==> src/design/trial_division_prime_test_unit_macros.svh <==
//------------------------------------------------------------------------------
// trial_division_prime_test_unit_macros.svh
// Assertion macros shared by the prime test design files
//------------------------------------------------------------------------------
`ifndef TRIAL_DIVISION_PRIME_TEST_UNIT_MACROS_SVH
`define TRIAL_DIVISION_PRIME_TEST_UNIT_MACROS_SVH

`ifndef NO_ASSERTIONS
// property must hold at every clock outside reset
`define TDP_ASSERT(lbl, prop, msg) \
    lbl: assert property (@(posedge clk) disable iff (!rst_n) (prop)) else $error(msg);
// condition must never be seen at a clock edge outside reset
`define TDP_NEVER(lbl, cond, msg) \
    lbl: assert property (@(posedge clk) disable iff (!rst_n) !(cond)) else $error(msg);
`else
`define TDP_ASSERT(lbl, prop, msg)
`define TDP_NEVER(lbl, cond, msg)
`endif

`endif

==> src/design/tdp_pkg.sv <==
//------------------------------------------------------------------------------
// tdp_pkg
// Types shared by the trial division prime test unit
//------------------------------------------------------------------------------
`timescale 1ns / 1ps

package tdp_pkg;

    // control sequencer states
    typedef enum logic [2:0] {
        ST_IDLE,
        ST_CLASSIFY,
        ST_BOUND,
        ST_DIVIDE,
        ST_FINISH
    } tdp_state_t;

    // status returned by the serial remainder unit
    typedef struct packed {
        logic done;
        logic rem_zero;
    } tdp_rem_status_t;

    // first trial divisor and its square
    localparam int unsigned FIRST_DIVISOR = 3;
    localparam int unsigned FIRST_SQUARE  = 9;

endpackage

==> src/design/tdp_rem.sv <==
//------------------------------------------------------------------------------
// tdp_rem
// Bit-serial restoring remainder unit, one dividend bit per cycle
//------------------------------------------------------------------------------
`timescale 1ns / 1ps
`include "trial_division_prime_test_unit_macros.svh"

module tdp_rem
    import tdp_pkg::*;
#(
    parameter int VALUE_WIDTH   = 32,
    parameter int DIVISOR_WIDTH = 17
)
(
    input  logic                     clk,
    input  logic                     rst_n,
    input  logic                     start,
    input  logic [VALUE_WIDTH-1:0]   dividend,
    input  logic [DIVISOR_WIDTH-1:0] divisor,
    output tdp_rem_status_t          status
);

    localparam int CW = $clog2(VALUE_WIDTH + 1);

    logic [VALUE_WIDTH-1:0]   sh_reg, sh_next;
    logic [DIVISOR_WIDTH-1:0] div_reg, div_next;
    logic [DIVISOR_WIDTH-1:0] r_reg, r_next;
    logic [CW-1:0]            cnt_reg, cnt_next;
    logic                     busy_reg, busy_next;
    logic                     done_reg, done_next;
    logic [DIVISOR_WIDTH:0]   r_shift;
    logic [DIVISOR_WIDTH:0]   r_diff;

    // one restoring step: bring down the next dividend bit, subtract if it fits
    assign r_shift = {r_reg, sh_reg[VALUE_WIDTH-1]};
    assign r_diff  = r_shift - {1'b0, div_reg};

    always_comb
    begin
        sh_next   = sh_reg;
        div_next  = div_reg;
        r_next    = r_reg;
        cnt_next  = cnt_reg;
        busy_next = busy_reg;
        done_next = 1'b0;
        if (start)
        begin
            sh_next   = dividend;
            div_next  = divisor;
            r_next    = '0;
            cnt_next  = CW'(VALUE_WIDTH);
            busy_next = 1'b1;
        end
        else if (busy_reg)
        begin
            sh_next  = {sh_reg[VALUE_WIDTH-2:0], 1'b0};
            r_next   = (r_shift >= {1'b0, div_reg}) ? r_diff[DIVISOR_WIDTH-1:0]
                                                    : r_shift[DIVISOR_WIDTH-1:0];
            cnt_next = cnt_reg - CW'(1);
            if (cnt_reg == CW'(1))
            begin
                busy_next = 1'b0;
                done_next = 1'b1;
            end
        end
    end

    // control registers
    always_ff @(posedge clk or negedge rst_n)
    begin
        if (!rst_n)
        begin
            busy_reg <= 1'b0;
            done_reg <= 1'b0;
            cnt_reg  <= '0;
        end
        else
        begin
            busy_reg <= busy_next;
            done_reg <= done_next;
            cnt_reg  <= cnt_next;
        end
    end

    // datapath registers
    always_ff @(posedge clk)
    begin
        sh_reg  <= sh_next;
        div_reg <= div_next;
        r_reg   <= r_next;
    end

    assign status.done     = done_reg;
    assign status.rem_zero = (r_reg == '0);

    `TDP_NEVER(a_start_busy, start && busy_reg, "start while a remainder is in progress")
    `TDP_ASSERT(a_done_pulse, done_reg |=> !done_reg, "done held longer than one cycle")
    `TDP_NEVER(a_rem_bound, busy_reg && (r_reg >= div_reg), "partial remainder not below divisor")

endmodule

==> src/design/trial_division_prime_test_unit.sv <==
//------------------------------------------------------------------------------
// trial_division_prime_test_unit
// Primality test of a signed integer by trial division with odd divisors
//------------------------------------------------------------------------------
// Usage:
//   s_tdata carries one signed value per word, m_tdata bit 0 returns is_prime.
//   One value is worked on at a time; s_tready is high while the sequencer
//   is idle, also while a finished result still sits in the output register.
//   Negative values, zero, one and even values resolve in ST_CLASSIFY.
//   An odd value tries divisors 3, 5, 7, ... while d*d <= value; each divisor
//   is tested by the bit-serial remainder unit, which brings down one dividend
//   bit per cycle. Composites stop at their first factor.
//   The square bound is kept incrementally: (d+2)^2 = d^2 + 4d + 4.
//   A result waits in the output register while m_tready is low; the
//   sequencer then holds its finished result and takes no new value until
//   the output register frees. Reset clears the sequencer and m_tvalid;
//   no clearing pass is needed.
//------------------------------------------------------------------------------
`timescale 1ns / 1ps
`include "trial_division_prime_test_unit_macros.svh"

module trial_division_prime_test_unit
    import tdp_pkg::*;
#(
    parameter int VALUE_WIDTH = 32
)
(
    input  logic                                clk,
    input  logic                                rst_n,
    input  logic                                s_tvalid,
    output logic                                s_tready,
    input  logic [((VALUE_WIDTH+7)/8)*8-1:0]    s_tdata,   // value
    output logic                                m_tvalid,
    input  logic                                m_tready,
    output logic [7:0]                          m_tdata    // is_prime
);

    localparam int DW = VALUE_WIDTH / 2 + 1;

    tdp_state_t             state_reg, state_next;
    logic [VALUE_WIDTH-1:0] v_reg, v_next;
    logic [DW-1:0]          d_reg, d_next;
    logic [VALUE_WIDTH-1:0] sq_reg, sq_next;
    logic                   prime_reg, prime_next;
    logic                   out_valid_reg, out_valid_next;
    logic                   out_prime_reg, out_prime_next;
    logic                   div_start;
    logic                   load;
    tdp_rem_status_t        rem_status;

    // serial remainder of the value by the current divisor
    tdp_rem #(
        .VALUE_WIDTH   (VALUE_WIDTH),
        .DIVISOR_WIDTH (DW)
    ) u_rem (
        .clk      (clk),
        .rst_n    (rst_n),
        .start    (div_start),
        .dividend (v_reg),
        .divisor  (d_reg),
        .status   (rem_status)
    );

    // sequencer: classify, then walk the odd divisors
    always_comb
    begin
        state_next = state_reg;
        v_next     = v_reg;
        d_next     = d_reg;
        sq_next    = sq_reg;
        prime_next = prime_reg;
        div_start  = 1'b0;
        load       = 1'b0;
        s_tready   = 1'b0;
        case (state_reg)
            ST_IDLE:
            begin
                s_tready = 1'b1;
                if (s_tvalid)
                begin
                    v_next     = s_tdata[VALUE_WIDTH-1:0];
                    state_next = ST_CLASSIFY;
                end
            end
            ST_CLASSIFY:
            begin
                d_next  = DW'(FIRST_DIVISOR);
                sq_next = VALUE_WIDTH'(FIRST_SQUARE);
                if (v_reg[VALUE_WIDTH-1] || (v_reg < VALUE_WIDTH'(2)))
                begin
                    prime_next = 1'b0;
                    state_next = ST_FINISH;
                end
                else if (!v_reg[0])
                begin
                    prime_next = (v_reg == VALUE_WIDTH'(2));
                    state_next = ST_FINISH;
                end
                else
                begin
                    state_next = ST_BOUND;
                end
            end
            ST_BOUND:
            begin
                if (sq_reg > v_reg)
                begin
                    prime_next = 1'b1;
                    state_next = ST_FINISH;
                end
                else
                begin
                    div_start  = 1'b1;
                    state_next = ST_DIVIDE;
                end
            end
            ST_DIVIDE:
            begin
                if (rem_status.done)
                begin
                    if (rem_status.rem_zero)
                    begin
                        prime_next = 1'b0;
                        state_next = ST_FINISH;
                    end
                    else
                    begin
                        d_next     = d_reg + DW'(2);
                        sq_next    = sq_reg + (VALUE_WIDTH'(d_reg) << 2) + VALUE_WIDTH'(4);
                        state_next = ST_BOUND;
                    end
                end
            end
            ST_FINISH:
            begin
                if (!out_valid_reg || m_tready)
                begin
                    load       = 1'b1;
                    state_next = ST_IDLE;
                end
            end
            default:
            begin
                state_next = ST_IDLE;
            end
        endcase
    end

    // output register
    always_comb
    begin
        out_valid_next = out_valid_reg;
        out_prime_next = out_prime_reg;
        if (load)
        begin
            out_valid_next = 1'b1;
            out_prime_next = prime_reg;
        end
        else if (m_tready)
        begin
            out_valid_next = 1'b0;
        end
    end

    // control registers
    always_ff @(posedge clk or negedge rst_n)
    begin
        if (!rst_n)
        begin
            state_reg     <= ST_IDLE;
            out_valid_reg <= 1'b0;
        end
        else
        begin
            state_reg     <= state_next;
            out_valid_reg <= out_valid_next;
        end
    end

    // datapath registers
    always_ff @(posedge clk)
    begin
        v_reg         <= v_next;
        d_reg         <= d_next;
        sq_reg        <= sq_next;
        prime_reg     <= prime_next;
        out_prime_reg <= out_prime_next;
    end

    assign m_tvalid = out_valid_reg;
    assign m_tdata  = {7'b0, out_prime_reg};

    `TDP_NEVER(a_load_blocked, load && out_valid_reg && !m_tready, "result overwrote a waiting word")
    `TDP_NEVER(a_even_divisor, (state_reg == ST_DIVIDE) && !d_reg[0], "trial divisor is even")
    `TDP_NEVER(a_bound_kept, (state_reg == ST_DIVIDE) && (sq_reg > v_reg), "dividing past the square bound")

endmodule
==> config.mk <==
export PLATFORM = sky130hd
export DESIGN_NAME = trial_division_prime_test_unit
export DESIGN_NICKNAME = d
export VERILOG_FILES = /design/src/design/tdp_pkg.sv /design/src/design/tdp_rem.sv /design/src/design/trial_division_prime_test_unit.sv
export VERILOG_INCLUDE_DIRS = /design/src /design/src/design
export SDC_FILE = /design/constraint.sdc
export NUM_CORES = 1
export LEC_CHECK = 0
export BUFFER_PORTS_ARGS = -buffer_cell sky130_fd_sc_hd__buf_2
export CORE_MARGIN = 8
export CORE_UTILIZATION = 56
export DETAILED_ROUTE_END_ITERATION = 8
export PLACE_DENSITY = 0.75
export SLEW_MARGIN = 20
export SYNTH_ARGS = -nofsm -noshare
export SYNTH_HDL_FRONTEND = slang
export SYNTH_SLANG_ARGS = --single-unit
==> constraint.sdc <==
create_clock -name clk -period 4.2 [get_ports clk]
set_input_delay 0.84 -clock clk [delete_from_list [all_inputs] [get_ports clk]]
set_output_delay 0.84 -clock clk [all_outputs]
set_load 0.1 [all_outputs]
==> flow_summary_export.csv <==
group,metric,value,unit
outcome,status,"complete, no violations",
global_routing,grt_pass1_wl,30910,µm
synth,synth_most_common_cell,"edfxtp_1",
placement,port_buffers,38,
cells_and_area,areaGrowthSynthToFinish,10.92,%
power_and_ir_drop,p_leak,4.113,nW
routing,drtPass1Iterations,5,
synth,synth_top_cell_area_share,41.76,%
synth,synth_area_per_cell,10.95,µm²
setup_path,path_class,"flop to flop",
cells_and_area,n_antenna_cell,0,
clock_network,clockBufferDepth,2,
hold_path,hp-class,"input pin to asynchronous set/reset pin",
floorplan,fp-row-count,46,
sta,tightestPinTransition,0.7950,ns
global_routing,grtUsageTotal,19.13,%
synth,synth_cell_types,69,
clock_network,clock_sinks,156,
routing,drc_errors,0,
power_and_ir_drop,p_switching,3.237,mW
sta,setup_slack,0.8698,ns
cells_and_area,fillers,1216,
floorplan,die-area,20650,µm²
setup_path,crit_path_top_delay_cell,"a31oi_1",
routing,wl_met2,8658,µm
sta,setup_tns,0,ns
routing,maxUsedRoutingLayer,"met4",
clock_network,numCtsBuffers,17,
clock_network,cts_tree,"built",
cells_and_area,num-nets-final,993,
synth,synth_fa_ha_area_share,11.54,%
setup_path,worstPathArrival,3.49,ns
power_and_ir_drop,p_seq_share,36.3,%
routing,routedWlPerCell,17.21,µm
global_routing,overflow,0,
clock_network,cts_setup_buffers,0,
global_routing,antenna_found_initial,0,
global_routing,grt_pass1_vias,6202,
synth,synth_common_cells,"127 x edfxtp_1, 81 x ha_1, 70 x nor2_1",
power_and_ir_drop,p_per_area,789.7,nW/µm²
power_and_ir_drop,vdd_drop_max,0.4036,mV
clock_network,clk_pin_slew,0.07,ns
setup_path,cp-start-kind,"flop",
sta,worst_clock_skew,0.006448,ns
global_routing,grt_max_degree,46,
floorplan,coreArea,15890,µm²
sta,maxSlewViolCount,0,
synth,muxShareOfSynthArea,5.467,%
power_and_ir_drop,sw_frac_of_total,40.47,%
placement,post-place-ws,0.9004,ns
synth,synth-main-ff-cell,"edfxtp_1",
floorplan,die_w,143.7,µm
floorplan,boundaryPins,46,
setup_path,end_kind,"flop",
setup_path,slowest_delay,0.61,ns
power_and_ir_drop,internal-power,4.762,mW
sta,setup_viol,0,
synth,synth-compound-area-share,12.07,%
synth,synthTopCellsByArea,"edfxtp_1 42%, ha_1 11%, dfxtp_1 3.7%",
floorplan,initial_core_util,57.48,%
synth,synthArstFlopShare,7.692,%
routing,first_iter_violations,510,
synth,yosysTopAreaCell,"edfxtp_1",
placement,place_area,9514,µm²
flow_run,drv_cap,0,
sta,maxSlewHeadroom,46.81,%
synth,synth_xor_area_share,3.741,%
setup_path,critPathMaxFanout,12,
routing,wl,18980,µm
sta,fin_crit_sh,79.29,%
setup_path,cp.depth,9,
synth,synth_edf_count,127,
setup_path,timing.critical_path.buf_inv,0,
sta,rsz0062_at_grt,"false",
synth,ys_seq_elements,156,
sta,period_minus_slack,3.330,ns
setup_path,ff2ff_path_depth,9,
placement,place.detailed.hpwl,13880,µm
clock_network,postCtsHoldBufs,0,
setup_path,crit_family,"compound AO/OA/AOI/OAI gates",
routing,routed_via_density,5.791,
clock_network,postCtsResizedCells,0,
sta,hold_viol,0,
placement,routabilityCongestion,0.8702,
clock_network,insertion_delay,0.43,ns
synth,syn_area,9131,µm²
cells_and_area,fin_util,63.76,%
power_and_ir_drop,clkPwrFrac,19.7,%
synth,yosysSeqAreaShare,48.78,%
cells_and_area,layout-drive-gt1-share,13.64,%
clock_network,root_buffer,"clkbuf_16",
setup_path,path_cells,"ha_1 > fa_1 > a21oi_1 > o21ai_2 > a31oi_1 > o311ai_2 > a31oi_1 > or3_1 > a21oi_1",
synth,yosys_warnings,0,
synth,yosys.area_share.simple,14.06,%
routing,vias,6387,
cells_and_area,finalInstanceArea,10130,µm²
synth,postSynthCellCount,834,
routing,wl_met3,1130,µm
routing,route.antenna.remaining_nets,0,
sta,fmax,0.3003,GHz
floorplan,die_y,143.7,µm
power_and_ir_drop,p_comb_share,44.1,%
routing,wl_met1,8923,µm
synth,synth_top_family_by_area,"simple AND/OR/NAND/NOR gates",
setup_path,required,4.36,ns
clock_network,htree_levels,4,
worst paths after layout:
check                      slack, ns                           end                   start
min                             0.27      state_reg[2]$_DFFE_PN0P_                   rst_n
min reg2reg                     0.42       out_prime_reg$_DFFE_PP_     prime_reg$_DFFE_PP_
max in group asynchronous       3.72  u_rem.cnt_reg[4]$_DFFE_PN0P_                   rst_n
max reg2reg                     0.87      sq_reg[23]$_SDFFCE_PP0P_  d_reg[1]$_SDFFCE_PP1P_
max                             0.87      sq_reg[23]$_SDFFCE_PP0P_  d_reg[1]$_SDFFCE_PP1P_
min in group clk                0.42       out_prime_reg$_DFFE_PP_     prime_reg$_DFFE_PP_
final cells by class:
class | count | area, µm² | area share [%]
timing repair buffer | 44 | 247.7 | 2.446
clock inverter | 15 | 188.9 | 1.865
sequential | 156 | 4454 | 43.98
clock buffer | 17 | 425.4 | 4.200
tap | 216 | 270.3 | 2.668
multi-input combinational | 596 | 4320 | 42.66
inverter | 59 | 221.5 | 2.187
worst register-to-register path, delay by kind of cell (launching register included):
family | cells | cell delay (ns)
compound gates | 6 | 1.50
fa+ha+maj | 2 | 0.89
flops | 1 | 0.48
simple gates | 1 | 0.20
routing by layer:
layer | up-vias | track usage (%)
li1 | 3152 | -
met1 | 3051 | 25.49
met2 | 162 | 30.07
met3 | 22 | 5.309
met4 | 0 | 5.147
met5 | - | 0
per-stage QoR:
step	power, mW	hold WS, ns	cells
2_1_floorplan	5.618	0.4003	840
3_5_place_dp	6.405	0.4083	1071
3_3_place_gp	6.320	0.4032	1071
4_1_cts	8.020	0.2703	1103
5_1_grt	8.577	0.2814	1103
6_report	7.999	0.2748	1103
cells in the final DEF, fill, tap and decap left out, types with 6 or more instances in the layout:
master / netlist / final
a31oi_1: 12 / 12
inv_8: 0 / 6
nand2_1: 54 / 53
conb_1: 1 / 7
nand2b_1: 13 / 13
xnor2_1: 16 / 16
o21a_1: 10 / 10
inv_1: 58 / 58
a21o_1: 20 / 20
dfxtp_1: 17 / 17
a21oi_1: 39 / 39
o21ai_0: 26 / 26
nand3_1: 29 / 29
edfxtp_1: 127 / 127
xor2_1: 23 / 23
nand4_1: 14 / 14
mux2_2: 27 / 27
o21ai_1: 7 / 7
nor4_1: 14 / 14
ha_1: 81 / 81
or3_1: 7 / 7
and3_1: 11 / 11
mux2i_1: 15 / 15
buf_2: 4 / 38
a211oi_1: 12 / 12
nor2_1: 70 / 70
clkbuf_16: 0 / 17
nor3_1: 18 / 18
dfrtp_1: 12 / 12
power groups by stage:
stage	clock network, mW	registers [mW]	logic [mW]
after floorplan	0	2.77	2.85
after global placement	0	2.91	3.41
after detailed placement	0	2.92	3.49
after CTS	1.60	2.90	3.52
after global routing	1.66	2.97	3.94
final	1.57	2.90	3.52
kinds of logic (layout without fill, tap and decap cells):
logic type	Yosys count	after routing
compound gates	162	162
xor+xnor	39	39
mux	46	46
simple gates	259	259
other cells	1	7
flops	156	156
buf+inv	88	135
fa+ha+maj	83	83
Note: power is estimated with default switching activity, not from simulation.
